--- src/hdl/lzd_pkg.sv ---
`timescale 1ns / 1ps

package lzd_pkg;

  localparam int unsigned DataW = 8;
  localparam int unsigned DistW = 15;
  localparam int unsigned CodeW = 4;
  localparam int unsigned LenW  = 5;

  // history window; a power of two so the write pointer wraps by itself
  localparam int unsigned WindowDepth = 32768;
  localparam int unsigned WinAddrW    = 15;

  // match length range
  localparam logic [LenW-1:0] MinMatch = 5'd3;
  localparam logic [LenW-1:0] MaxMatch = 5'd18;

  // token mode codes on the input channel
  localparam logic [1:0] ModeLit   = 2'd0;
  localparam logic [1:0] ModeMatch = 2'd1;
  localparam logic [1:0] ModeEnd   = 2'd2;

  // command queue between front and back
  localparam int unsigned CmdDepth = 2;
  localparam int unsigned CmdCntW  = 2;

  // result queue
  localparam int unsigned ResDepth = 4;
  localparam int unsigned ResPtrW  = 2;
  localparam int unsigned ResLvlW  = 3;

  // configuration register map: word index taken from paddr[2]
  localparam int unsigned PaddrW        = 3;
  localparam logic        RegExpectedSz = 1'b0;

  typedef enum logic [1:0] {
    KindLit   = 2'd0,
    KindMatch = 2'd1,
    KindEnd   = 2'd2
  } lzd_kind_e;

  typedef struct packed {
    logic [1:0]       mode;
    logic [DataW-1:0] literal_byte;
    logic [DistW-1:0] distance;
    logic [CodeW-1:0] length_code;
  } lzd_item_t;

  typedef struct packed {
    logic [DataW-1:0] out_byte;
    logic             last_of_run;
    logic             end_seen;
  } lzd_result_t;

  typedef struct packed {
    lzd_kind_e        kind;
    logic [DataW-1:0] lit;
    logic [DistW-1:0] reach;
    logic [LenW-1:0]  len;
  } lzd_cmd_t;

endpackage

--- src/hdl/lzd_res_queue.sv ---
`timescale 1ns / 1ps

module lzd_res_queue import lzd_pkg::*; (
  input  logic               clk_i,
  input  logic               rst_ni,
  input  logic               push_i,
  input  lzd_result_t        data_i,
  input  logic               pop_i,
  output logic               empty_o,
  output logic [ResLvlW-1:0] level_o,
  output lzd_result_t        data_o
);

  lzd_result_t          mem_q [ResDepth];
  logic [ResPtrW-1:0]   wr_q, rd_q;
  logic [ResLvlW-1:0]   cnt_q;
  logic                 deq;

  assign empty_o = (cnt_q == '0);
  assign level_o = cnt_q;
  assign data_o  = mem_q[rd_q];
  assign deq     = pop_i && !empty_o;

  always_ff @(posedge clk_i or negedge rst_ni) begin
    if (!rst_ni) begin
      wr_q  <= '0;
      rd_q  <= '0;
      cnt_q <= '0;
    end else begin
      cnt_q <= cnt_q + ResLvlW'(push_i) - ResLvlW'(deq);
      if (push_i) begin
        wr_q <= wr_q + ResPtrW'(1);
      end
      if (deq) begin
        rd_q <= rd_q + ResPtrW'(1);
      end
    end
  end

  always_ff @(posedge clk_i) begin
    if (push_i) begin
      mem_q[wr_q] <= data_i;
    end
  end

endmodule

--- config.mk ---
export PLATFORM = sky130hd
export DESIGN_NAME = lzd_res_queue
export DESIGN_NICKNAME = d
export VERILOG_FILES = /design/src/hdl/lzd_pkg.sv /design/src/hdl/lzd_res_queue.sv
export SDC_FILE = /design/constraint.sdc
export NUM_CORES = 1
export LEC_CHECK = 0
export BUFFER_PORTS_ARGS = -buffer_cell sky130_fd_sc_hd__buf_4
export CORE_MARGIN = 1.5
export CORE_UTILIZATION = 30
export CTS_CLUSTER_SIZE = 10
export DETAILED_ROUTE_END_ITERATION = 10
export PLACE_DENSITY = 0.49
export SYNTH_ARGS = -nofsm -noshare
export SYNTH_HDL_FRONTEND = slang
export SYNTH_SLANG_ARGS = --single-unit
--- constraint.sdc ---
create_clock -name clk_i -period 1.9 [get_ports clk_i]
set_input_delay 0.285 -clock clk_i [delete_from_list [all_inputs] [get_ports clk_i]]
set_output_delay 0.285 -clock clk_i [all_outputs]
set_load 0.05 [all_outputs]
Yosys cells after proc, flatten, opt, wreduce, memory -nomap -nowiden --
Memory sizes are Yosys's and may differ from the RTL's. Index checks and enable logic that the tools add are counted.
Storage, ports and cells: logic and storage cells 13, bits of input ports 14, RAM bits 40, memories 1, register bits 7
Operators by class: multiplexer cells 2, reductions and logical operators 3, add/subtract/negate cells 4
Memory list:
- mem_q | depth 4, bits a word 10, rd ports 1, clocked after Yosys merged registers in 0, wr ports 1, RTL line lzd_res_queue.sv:14 | lzd_result_t mem_q [ResDepth];
Operators by type and width (number):
- $add A2 B1 Y2 const B | 2
- $add A3 B1 Y3 | 1
- $logic_not A3 Y1 | 1
- $sub A3 B1 Y3 | 1
- $mux W1 | 2
- $logic_and A1 B1 Y1 | 1
- $logic_not A1 Y1 | 1

Logic depth before layout (Yosys ltp) --
depth after elaboration 4, mapped depth 9

Least setup slack after synthesis --
OpenSTA, ideal clock, no wires.
kind register to register, from register cnt_q[1], in the netlist level_o[1], to register cnt_q[2], in the netlist level_o[2], library setup time 0.146 ns, stages on the path, launching flop included 10, data required time 1.754 ns, slack -0.441 ns, period minus slack after synthesis 2.341 ns, data arrival time 2.196 ns, buffers on the path 0, cell sequence dfrtp_1 -> o31ai_1 -> inv_1 -> ha_1 -> inv_1 -> ha_1 -> inv_1 -> fa_1 -> xnor2_1 -> xnor2_1
Between the ends: word-level cells in the longest chain between the ends 4
RTL lines:
- from (decl) | RTL line lzd_res_queue.sv:16 | logic [ResLvlW-1:0] cnt_q;
- from (signal assigned) | RTL line lzd_res_queue.sv:30 | cnt_q <= cnt_q + ResLvlW'(push_i) - ResLvlW'(deq);
- $logic_not A3 Y1 | RTL line lzd_res_queue.sv:19 | assign empty_o = (cnt_q == '0);
- $logic_not A1 Y1 | RTL line lzd_res_queue.sv:22 | assign deq = pop_i && !empty_o;
- $logic_and A1 B1 Y1 | RTL line lzd_res_queue.sv:22
- named net deq | RTL line lzd_res_queue.sv:17 | logic deq;
- $sub A3 B1 Y3 | RTL line lzd_res_queue.sv:30
The timed path passes the listed nets, and every way through them passes these cells. A chain may end at the register's enable or synchronous reset.

Worst setup path after layout --
Same ends and word-level chain as after synthesis.

==> results.sh <==
export IMPL_wl_met3_um=209
export IMPL_worstPathCellList="o31ai_4, inv_1, ha_1, inv_1, ha_1, inv_1, fa_2, xnor2_2, xnor2_1"
export IMPL_report_final_hold_viol_count=0
export IMPL_cp_slowest_stage_delay_ns=0.49
export IMPL_grt_usage=0.102
export IMPL_period_minus_slack_ns=1.96
export IMPL_grt_max_degree=15
export IMPL_vias=900
export IMPL_clk_pin_slew_ns=0.08
export IMPL_viasPerCell=4.33
export IMPL_yosysSeqAreaShare=0.746
export IMPL_synth_top_area_share=0.651
export IMPL_start_kind="flip-flop"
export IMPL_syn_area_um2=1850
export IMPL_clk_latency_ns=0.29
export IMPL_swShare=0.382
export IMPL_ys_ff_latch=47
export IMPL_drive_above_1_share=0.466
export IMPL_rows=28
export IMPL_relSlewSlack=0.730
export IMPL_holdPathStages=1
export IMPL_critPathCaptureType="flip-flop"
export IMPL_preCtsSetupSlack_ns=-0.0734
export IMPL_dieArea_um2=6630
export IMPL_clock_root_buffer="clkbuf_8"
export IMPL_dr_pass1_iters=4
export IMPL_worstReg2RegEnd="level_o[2]"
export IMPL_area_delta_synth_final_pct=29.6
export IMPL_p_int_uw=2600
export IMPL_required_ns=2.08
export IMPL_powerDensity_nw_per_um2=1760
export IMPL_worstReg2RegStart="level_o[1]"
export IMPL_pwr_share_seq=0.359
export IMPL_dp_cells=198
export IMPL_r2r_setup_slack_ns=-0.06
export IMPL_numCtsBuffers=5
export IMPL_die_y_um=81.4
export IMPL_synth_area_per_cell_um2=21.2
export IMPL_worst_pin_slew_ns=0.400
export IMPL_setup_viol=1
export IMPL_path_buf_inv=3
export IMPL_drtIter0Drc=49
export IMPL_hold_end="mem_q[0][4]"
export IMPL_top_layer="met4"
export IMPL_maxClockFrequency_mhz=511
export IMPL_ys_flop_type="edfxtp_1"
export IMPL_synth_nets=108
export IMPL_grt_pass1_wl_um=4660
export IMPL_wl_per_cell_um=14.6
export IMPL_h_tree_depth=2
export IMPL_cpMaxStageDelayCell="dfrtp_4"
export IMPL_muxShareOfSynthArea=0.126
export IMPL_die_w_um=81.4
export IMPL_fin_crit_sh=1.03
export IMPL_synth_compound_area_frac=0.0115
export IMPL_synthSimpleGateAreaFrac=0.0183
export IMPL_fin_nets=153
export IMPL_synth_top_family_by_area="multiplexers"
export IMPL_clock_sinks=47
export IMPL_grt_pass1_vias=896
export IMPL_worstHoldStart="data_i[4]"
export IMPL_worstPathArrival_ns=2.13
export IMPL_synth_edf_count=40
export IMPL_synth_cell_types=17
export IMPL_cpMostUsedCell="inv_1"
export IMPL_synth_fa_ha_area_frac=0.0515
export IMPL_start_util=0.312
export IMPL_route_detailed_drc=0
export IMPL_antenna_found_initial=0
export IMPL_wl_met1_um=1400
export IMPL_design_area_um2=2390
export IMPL_hp_class="in2reg"
export IMPL_drv_cap=0
export IMPL_num_io_pins=28
export IMPL_ant_nets=0
export IMPL_vdd_drop_max_mv=0.984
export IMPL_worstPathMaxFanout=2
export IMPL_post_dp_cell_area_um2=2240
export IMPL_synth_common_cells="40 x edfxtp_1, 8 x mux4_2, 7 x dfrtp_1, 7 x inv_1, 6 x ha_1"
export IMPL_cts_tree="done"
export IMPL_postSynthCellCount=87
export IMPL_cp_top_family="adder cells"
export IMPL_overflow=0
export IMPL_rsz0062_at_grt="true"
export IMPL_pwr_share_clk=0.167
export IMPL_clockBufferDepth=2
export IMPL_synth_most_common_cell="edfxtp_1"
export IMPL_pwr_share_comb=0.474
export IMPL_power_switching_uw=1610
export IMPL_run_status="finished with violations"
export IMPL_setup_ws_ns=-0.0563
export IMPL_cellLeakagePower_uw=0.000898
export IMPL_fp_coreArea_um2=5920
export IMPL_post_route_util=0.404
export IMPL_fin_cells=208
export IMPL_hpwl_um=2110
export IMPL_drt_wl_total_um=3030
export IMPL_reg2reg_depth=9
export IMPL_maxSlewViolCount=0
export IMPL_wl_met2_um=1380
export IMPL_worstSetupPathType="reg2reg"
export IMPL_ys_top_cells_by_area="edfxtp_1 65%, mux4_2 9.8%, dfrtp_1 9.5%"
export IMPL_portBuffers=27
export IMPL_violations="setup timing"
export IMPL_globalplace_congestion=0.666
export IMPL_n_antenna_cell=0
export IMPL_yosysTopAreaCell="edfxtp_1"
export IMPL_synth_xor_area_frac=0.0237
export IMPL_synth_warnings=0
export IMPL_postSynth_asyncResetShare=0.149
export IMPL_fin_skew_ns=0.00475
cell families after synthesis:
logic type | Yosys count
multiplexers | 10
XOR/XNOR | 5
buffers and inverters | 9
adder cells (fa/ha/maj) | 7
AND/OR/NAND/NOR | 6
AO/OA/AOI/OAI | 3
flip-flops | 47
power by group through the flow:
stage	Clock (uW)	Combinational (uW)	Sequential [uW]
floorplan	0	1190	1640
global placement	0	1900	1520
detailed placement	0	1920	1530
CTS	721	1970	1510
global route	768	2120	1530
finish	701	1990	1510
metrics by stage:
stage | TNS (ns) | total power, uW | hold WS (ns)
5_1_grt | -0.224 | 4420 | 0.170
3_5_place_dp | -0.0734 | 3450 | 0.106
6_report | -0.0563 | 4200 | 0.189
3_3_place_gp | -0.0108 | 3420 | 0.104
2_1_floorplan | -0.345 | 2830 | -0.0106
4_1_cts | -0.0843 | 4210 | 0.177
placed cells by master, fill, tap and decap left out, types with 3 or more instances in the layout:
cell type	count
edfxtp_1	40
xnor2_1	3
dfrtp_1	4
buf_4	32
clkbuf_8	5
and2_1	4
ha_1	6
inv_1	7
buf_6	6
mux4_2	10
layout make-up:
class | count | area [um2]
multi-input cells | 31 | 443
inverters | 7 | 26.3
flip-flops and latches | 47 | 1380
well taps | 75 | 93.8
fillers | 541 | 3530
clock inverters | 3 | 38.8
clock buffers | 5 | 68.8
repair buffers | 40 | 338
worst max-delay path by stage:
stage               start         end  slack [ns]  cells past startpoint
2_1_floorplan  level_o[0]  level_o[2]       -0.16                      9
3_3_place_gp   level_o[0]  level_o[2]       -0.01                      9
3_5_place_dp   level_o[0]  level_o[2]       -0.07                      9
4_1_cts        level_o[0]  level_o[2]       -0.08                      9
5_1_grt        level_o[0]  level_o[2]       -0.15                      9
6_report       level_o[1]  level_o[2]       -0.06                      9
routing by layer:
layer  vias to the layer above  GRT usage
met5                         -          0
met4                         0     0.0362
met3                         5     0.0400
met2                        28      0.161
met1                       442      0.127
li1                        425          -
timing repair:
action	4_1_cts	5_1_grt
endpoints found under the hold margin	7	0
setup endpoints to repair	2	9
buffers inserted	0	1
resized for setup	3	6
pin swaps	1	0
cloned	0	0
hold buffers	1	0
flip-flops by register name, summed over array words and instances, names as in the netlist:
name     cells
level_o      3
mem_q       40
rd_q         2
wr_q         2
Power figures use the tool's default switching activity.
