===== src/hdl/lzd_pkg.sv =====
`timescale 1ns / 1ps

package lzd_pkg;

  localparam int unsigned DataW = 8;
  localparam int unsigned DistW = 15;
  localparam int unsigned CodeW = 4;
  localparam int unsigned LenW  = 5;

  // history window; a power of two so the write pointer wraps by itself
  localparam int unsigned WindowDepth = 32768;
  localparam int unsigned WinAddrW    = 15;

  // match length range
  localparam logic [LenW-1:0] MinMatch = 5'd3;
  localparam logic [LenW-1:0] MaxMatch = 5'd18;

  // token mode codes on the input channel
  localparam logic [1:0] ModeLit   = 2'd0;
  localparam logic [1:0] ModeMatch = 2'd1;
  localparam logic [1:0] ModeEnd   = 2'd2;

  // command queue between front and back
  localparam int unsigned CmdDepth = 2;
  localparam int unsigned CmdCntW  = 2;

  // result queue
  localparam int unsigned ResDepth = 4;
  localparam int unsigned ResPtrW  = 2;
  localparam int unsigned ResLvlW  = 3;

  // configuration register map: word index taken from paddr[2]
  localparam int unsigned PaddrW        = 3;
  localparam logic        RegExpectedSz = 1'b0;

  typedef enum logic [1:0] {
    KindLit   = 2'd0,
    KindMatch = 2'd1,
    KindEnd   = 2'd2
  } lzd_kind_e;

  typedef struct packed {
    logic [1:0]       mode;
    logic [DataW-1:0] literal_byte;
    logic [DistW-1:0] distance;
    logic [CodeW-1:0] length_code;
  } lzd_item_t;

  typedef struct packed {
    logic [DataW-1:0] out_byte;
    logic             last_of_run;
    logic             end_seen;
  } lzd_result_t;

  typedef struct packed {
    lzd_kind_e        kind;
    logic [DataW-1:0] lit;
    logic [DistW-1:0] reach;
    logic [LenW-1:0]  len;
  } lzd_cmd_t;

endpackage


===== src/hdl/lzd_front.sv =====
`timescale 1ns / 1ps

module lzd_front import lzd_pkg::*; (
  input  logic      clk_i,
  input  logic      rst_ni,
  input  logic      push,
  output logic      full,
  input  lzd_item_t item_i,
  output lzd_cmd_t  cmd_o,
  output logic      cmd_vld_o,
  input  logic      cmd_pop_i
);

  lzd_cmd_t             buf_q [CmdDepth];
  logic [CmdCntW-1:0]   cnt_q, cnt_d;
  logic                 wr_q, rd_q;
  logic                 stopped_q, stopped_d;
  logic                 accept, keep, enq, deq;
  lzd_cmd_t             cmd_new;
  logic [LenW-1:0]      len_raw;

  assign full      = (cnt_q == CmdCntW'(CmdDepth));
  assign accept    = push && !full;
  assign cmd_vld_o = (cnt_q != '0);
  assign cmd_o     = buf_q[rd_q];
  assign deq       = cmd_pop_i && cmd_vld_o;

  // classify the token; saturate the copy length
  always_comb begin
    len_raw       = LenW'(item_i.length_code) + MinMatch;
    cmd_new.lit   = item_i.literal_byte;
    cmd_new.reach = item_i.distance;
    cmd_new.len   = (len_raw > MaxMatch) ? MaxMatch : len_raw;
    cmd_new.kind  = KindLit;
    keep          = 1'b1;
    case (item_i.mode)
      ModeLit:   cmd_new.kind = KindLit;
      ModeMatch: cmd_new.kind = KindMatch;
      ModeEnd:   cmd_new.kind = KindEnd;
      default: begin
        keep = 1'b0;
      end
    endcase
  end

  // everything after the end token is swallowed here
  assign enq       = accept && !stopped_q && keep;
  assign stopped_d = stopped_q || (accept && item_i.mode == ModeEnd);
  assign cnt_d     = cnt_q + CmdCntW'(enq) - CmdCntW'(deq);

  always_ff @(posedge clk_i or negedge rst_ni) begin
    if (!rst_ni) begin
      cnt_q     <= '0;
      wr_q      <= 1'b0;
      rd_q      <= 1'b0;
      stopped_q <= 1'b0;
    end else begin
      cnt_q     <= cnt_d;
      stopped_q <= stopped_d;
      if (enq) begin
        wr_q <= ~wr_q;
      end
      if (deq) begin
        rd_q <= ~rd_q;
      end
    end
  end

  always_ff @(posedge clk_i) begin
    if (enq) begin
      buf_q[wr_q] <= cmd_new;
    end
  end

endmodule


===== config.mk =====
export PLATFORM = sky130hd
export DESIGN_NAME = lzd_front
export DESIGN_NICKNAME = d
export VERILOG_FILES = /design/src/hdl/lzd_pkg.sv /design/src/hdl/lzd_front.sv
export SDC_FILE = /design/constraint.sdc
export NUM_CORES = 1
export LEC_CHECK = 0
export BUFFER_PORTS_ARGS = -buffer_cell sky130_fd_sc_hd__buf_2
export CORE_ASPECT_RATIO = 1.25
export CORE_MARGIN = 3
export CORE_UTILIZATION = 47
export DETAILED_ROUTE_END_ITERATION = 10
export PLACE_DENSITY = 0.75
export SKIP_LAST_GASP = 1
export SLEW_MARGIN = 20
export SYNTH_ARGS = -nofsm -noshare
export SYNTH_HDL_FRONTEND = slang
export SYNTH_SLANG_ARGS = --single-unit
export TNS_END_PERCENT = 100

===== constraint.sdc =====
create_clock -name clk_i -period 2.5 [get_ports clk_i]
set_input_delay 0.375 -clock clk_i [delete_from_list [all_inputs] [get_ports clk_i]]
set_output_delay 0.375 -clock clk_i [all_outputs]
set_load 0.02 [all_outputs]

==> Yosys cells after proc, flatten, opt, wreduce, memory -nomap -nowiden <==
Memories as Yosys holds them, arrays and structs flattened.
Cells that the tools add are included.
{ "word_totals": {"ram_bits": 60, "inputBits": 33, "n_memories": 1, "register_bits": 5, "latch_bits": 0, "elab_cells": 30, "romBits": 0, "out_inout_bits": 32} }
{ "memory_table": {"columns": ["memory", "words", "word_bits", "read_ports", "rd_clocked_by_memory_dff", "write_ports", "line", "text"], "rows": [
  ["buf_q", 2, 30, 1, 0, 1, "lzd_front.sv:14", "lzd_cmd_t buf_q [CmdDepth];"]
]} }
{ "op_classes": {"mux": 5, "mul": 0, "div": 0, "n_eq_ne": 3, "bitwise_logic": 2, "magnitude_cmp": 1, "n_reduce_logical": 11, "add_sub_neg": 3, "n_shift": 0} }
{ "op_table": {"columns": ["op", "count"], "rows": [
  ["$add 4x2->5 const B", 1],
  ["$gt 5x5->1 const B", 1],
  ["$logic_and 1x1->1", 5],
  ["$mux 5", 1],
  ["$eq 2x2->1 const B", 2],
  ["$pmux 2 s2", 1],
  ["$mux 1", 3],
  ["$reduce_or 3->1", 1],
  ["$add 2x1->2", 1],
  ["$eq 2x1->1 const B", 1],
  ["$logic_not 1->1", 2],
  ["$logic_not 2->1", 1],
  ["$not 1->1", 2],
  ["$reduce_bool 2->1", 1],
  ["$sub 2x1->2", 1],
  ["$logic_or 1x1->1", 1]
]} }

==> Depth between registers and ports, before layout <==
{ "logic_depth": {"word_depth": 7, "ltp_mapped": 7} }

==> Worst setup path before layout <==
Ideal clock, no wire load.
{ "synth_timing": {"path_type": "input to register", "start": "input port item_i[27] (netlist bit)", "end": "memory buf_q[0][0] (netlist bit) (enable)", "stages": 3, "slack_ps": 123, "t_arrival_ps": 1959, "cell_sequence": "a21oi_1 -> nand3_1 -> nor2_1"} }
{ "synth_via": {"elab_chain_len": 6, "elab_cells_between_ends": 8, "cone_classes": "2 x eq/ne; 3 x mux; 3 x reduce/logical"} }
{ "synth_rtl": {"columns": ["element", "line", "text"], "rows": [
  ["from (decl)", "lzd_front.sv:8", "input lzd_item_t item_i,"],
  ["$eq 2x2->1 (tied with other cells)", "lzd_front.sv:36", "case (item_i.mode)"],
  ["$reduce_or 3->1 (no source line) (*)", null, null],
  ["$mux 1 (*)", "lzd_front.sv:36", null],
  ["$logic_and 1x1->1 (*)", "lzd_front.sv:47", "assign enq = accept && !stopped_q && keep;"],
  ["$mux 1 (*)", "lzd_front.sv:70", "if (enq) begin"],
  ["$mux 1 (not written as such) (*)", "lzd_front.sv:71", "buf_q[wr_q] <= cmd_new;"],
  ["to (decl)", "lzd_front.sv:14", null]
]} }
Every way passes the cells marked *; elsewhere a longest branch is shown, timed or not.

==> results.txt <==
* Max VDD drop: about 0.73 mV
- The finished layout holds 276 standard cells, fillers aside.
- Global routing used between 10% and 20% of the available tracks across all layers.
* Min-Delay Path Class: primary input to flip-flop
* Clock insertion delay at the later pin of the skew report: 0.33 ns
- The largest single stage delay on the critical path is 0.38 ns.
* Commonest non-fill, non-tap cell in the layout: sky130_fd_sc_hd__buf_2
* # hold bufs at CTS: 1
- Clock-pin slew was measured on the worst setup and hold paths at about 0.060 ns.
- Std cell rows: 29
- The H-tree generated during clock tree synthesis spans 3 levels.
- Setup Crit Path Kind: flip-flop to output pin
- Master of the slowest instance on the critical path: sky130_fd_sc_hd__mux2_2
- At the worst endpoint, the required time is roughly 2.1 ns.
- TritonCTS built the clock tree.
* Total number of nets in the final design: between 200 and 250
- In this run the count of I/O pins placed on the die edge is 65.
* Count of final hold-check violations: 0
- Core box area: around 5200 um^2
- FF/Latch Area: approximately 1900 um^2
* Share of final-layout standard cells stronger than drive strength 1: around 54%
* Die outline width: just over 70 um
- The flow ran to the end, and the final reports show no timing, DRC or antenna violations.
- Post-synthesis to final-layout area growth: 23.3%
- Gates resized, CTS repair: 0
- After detailed placement, the total cell area comes to about 2900 um^2.
- Via total after detailed routing: 1356
* Detailed-route wire length per cell: 14.3 um
- Pins over their slew limit: 0
- In this run, the combinational gates consume between 20 and 30% of the power.
- Maximum Capacitance Violations: 0
- In this run, synthesis produced a sequential element count of 65.
- The cell family contributing the most delay on the critical path is buffers and inverters.
- The longest clock path from root to sink contains 2 buffers.
* Setup TNS: 0 ns
- Setup repair after global routing missed its margin: no
- Worst Setup Start Kind: flip-flop
- Dividing the synthesized area by the synthesized cell count gives between 15 and 20 um^2.
* List of cells traversed by the critical path: buf_4, mux2_2, buf_2
- Across the routed clock network, the largest skew measured is approximately 0.0057 ns.
- The multi-input combinational cells in the finished layout cover a total of ~550 um^2.
* Count of placed standard cells including taps: about 260
- DRC: 0
- Max FO, Critical Path: 20
* Total number of yosys warnings: 0
* Final instance area: around 3100 um^2
- After detailed routing, the number of vias per cell comes to a little under 5.
- Number of DRC markers after the initial detailed-route iteration: just under 60
- Die H: just under 90 um
* Switching portion of total power: about 29%
- Counting the buffers created by CTS gives 9.
* Share of total power in sequential cells: around 43%
- Internal power comes to ~2100 uW.
- GP Congestion: between 0.7 and 0.8
- Number of antenna violations at the first check in global routing: 0
- The analysis attributes to net switching a power of around 840 uW.
* Number of standard cells after synthesis: 132
* Initial Utilization: 49.1%
- Data arrival time at the worst-slack endpoint: around 1.5 ns
- The via count of the first global-routing pass was 1403.
* Critical Path End Type: output pin
- Count of buffer and inverter cells on the critical path: 2
- Area of the mapped netlist: ~2500 um^2
- Total of fill cells in the finished design: between 400 and 500
* Time the final worst path needs with I/O delays and setup: 1.86 ns
- Port buffering added 64 buffers.
- Largest net degree at the start of global routing: 31
- Of the total power, the clock network draws ~28%.
- Remaining max-slew budget at the tightest pin: 73.5%
- Clock tree synthesis selected as its root buffer the cell sky130_fd_sc_hd__clkbuf_8.
- Wires add up to between 3000 and 4000 um.
- The first global-routing pass estimated 6510 um of wire.
- Net count of the mapped netlist: 169
* Slew of the pin with the lowest slew margin: ~0.40 ns
- 0 antenna diodes ended up in the layout.
- Setup violations remaining at the end of the flow were counted as 0.
* First-pass DRT Iterations: 4
- For this design the static power due to leakage is about 0.0012 uW.
* Clock sink total: 65
* Detail Placement HPWL: about 2700 um
- After clock tree synthesis, the setup repair step added 0 buffers.
- Global routing finished with a remaining overflow of 0.
* Total power divided by cell area: just over 900 nW/um^2
- Leaving out fill and tap cells, the most frequent cells in the layout are 64 x sky130_fd_sc_hd__buf_2, 60 x sky130_fd_sc_hd__edfxtp_1, 30 x sky130_fd_sc_hd__mux2_2, 9 x sky130_fd_sc_hd__clkbuf_8, 6 x sky130_fd_sc_hd__inv_1.
- Share of synthesized area occupied by flip-flops and latches: roughly three quarters
- Of the available clock period, the critical path in the final layout requires between 70% and 80%.
- In this run the remaining antenna-violating nets after routing total 0.
* Achievable Freq: between 500 and 600 MHz
- Counting distinct cell types in the post-synthesis netlist gives 21.
* Floorplan die area: around 6300 um^2
-- metal layers --
metal	track usage, %	vias up	routed length, um	part of all wire [%]
li1	-	658	-	-
met1	16.2	631	1460	37
met2	22.7	57	2000	51
met3	5.51	10	371	9.4
met4	10.8	0	102	2.6
met5	0	-	0	0
-- power by group through the flow --
stage	clock network, uW	registers (uW)	logic (uW)
final	799	1260	850
after global routing	890	1260	921
after CTS	828	1260	870
after detailed placement	0	1280	861
after global placement	0	1280	862
after floorplan	0	1280	615
-- per-stage QoR --
stage	setup WS, ns	utilization, %	hold slack [ns]	power, uW
after floorplan	0.123	-	0.0794	1900
after global placement	0.758	56.8	0.197	2140
after global routing	0.554	60.5	0.208	3070
final	0.639	60.5	0.233	2910
after detailed placement	0.748	56.8	0.199	2140
after CTS	0.601	60.5	0.216	2960
-- cells by family after synthesis --
family / after synthesis / share of synthesized area (%)
buffers and inverters: 9 / 2.23
AOI/OAI and AO/OA: 7 / 1.78
DFF: 65 / 76.2
xor gates and xnor gates: 5 / 1.73
adders and majority gates: 4 / 1.98
and+or+nand+nor: 12 / 2.67
muxes: 30 / 13.4
-- final cells by class --
cell class / count / area share (%)
clock buffers: 12 / 4.34
well taps: 62 / 2.49
multi-input cells: 58 / 17.6
flip-flops and latches: 65 / 61.8
inverters: 6 / 0.723
repair buffers: 69 / 11.6
clock inverters: 4 / 1.41
-- registers in the layout, indices dropped and copies added, names as in the netlist --
register	count
stopped_q	1
wr_q	1
buf_q	60
rd_q	1
cnt_q	2
-- worst register-to-register path: cells and delay by family (launching register included) --
kind / cells / cell delay [ns]
xor gates and xnor gates: 2 / 0.30
adders and majority gates: 2 / 0.44
buffers and inverters: 1 / 0.04
DFF: 1 / 0.40
and+or+nand+nor: 2 / 0.42
-- final timing paths --
check	slack, ns	depth (start not counted)	end	startpoint
min in group asynchronous	0.40	2	cnt_q[1]$_DFF_PN0_	rst_ni
max reg2reg	0.84	7	cnt_q[1]$_DFF_PN0_	cnt_q[1]$_DFF_PN0_
max in group asynchronous	1.97	2	rd_q$_DFFE_PN0P_	rst_ni
min	0.23	1	buf_q[1][19]$_DFFE_PP_	item_i[18]
max	0.64	3	cmd_o[18]	rd_q$_DFFE_PN0P_
min reg2reg	0.47	1	stopped_q$_DFF_PN0_	stopped_q$_DFF_PN0_
-- synthesized netlist by cell type --
master	number	share of area, %
sky130_fd_sc_hd__o41ai_1	1	0.35
sky130_fd_sc_hd__or2_4	1	0.35
sky130_fd_sc_hd__a31o_2	1	0.35
sky130_fd_sc_hd__nand2_1	1	0.15
sky130_fd_sc_hd__nor2_1	4	0.59
sky130_fd_sc_hd__o31ai_1	1	0.30
sky130_fd_sc_hd__buf_6	3	1.3
sky130_fd_sc_hd__mux2_2	30	13
sky130_fd_sc_hd__nand2b_1	1	0.25
sky130_fd_sc_hd__edfxtp_1	60	71
sky130_fd_sc_hd__nor2b_1	2	0.49
sky130_fd_sc_hd__and2_4	1	0.35
sky130_fd_sc_hd__xor2_1	1	0.35
sky130_fd_sc_hd__ha_1	4	2.0
sky130_fd_sc_hd__inv_1	6	0.89
sky130_fd_sc_hd__nor3b_1	1	0.30
sky130_fd_sc_hd__a21oi_1	2	0.40
sky130_fd_sc_hd__dfrtp_1	5	5.0
sky130_fd_sc_hd__nand3_1	1	0.20
sky130_fd_sc_hd__o21ai_0	2	0.40
sky130_fd_sc_hd__xnor2_1	4	1.4
(Power assumes the default switching activity.)
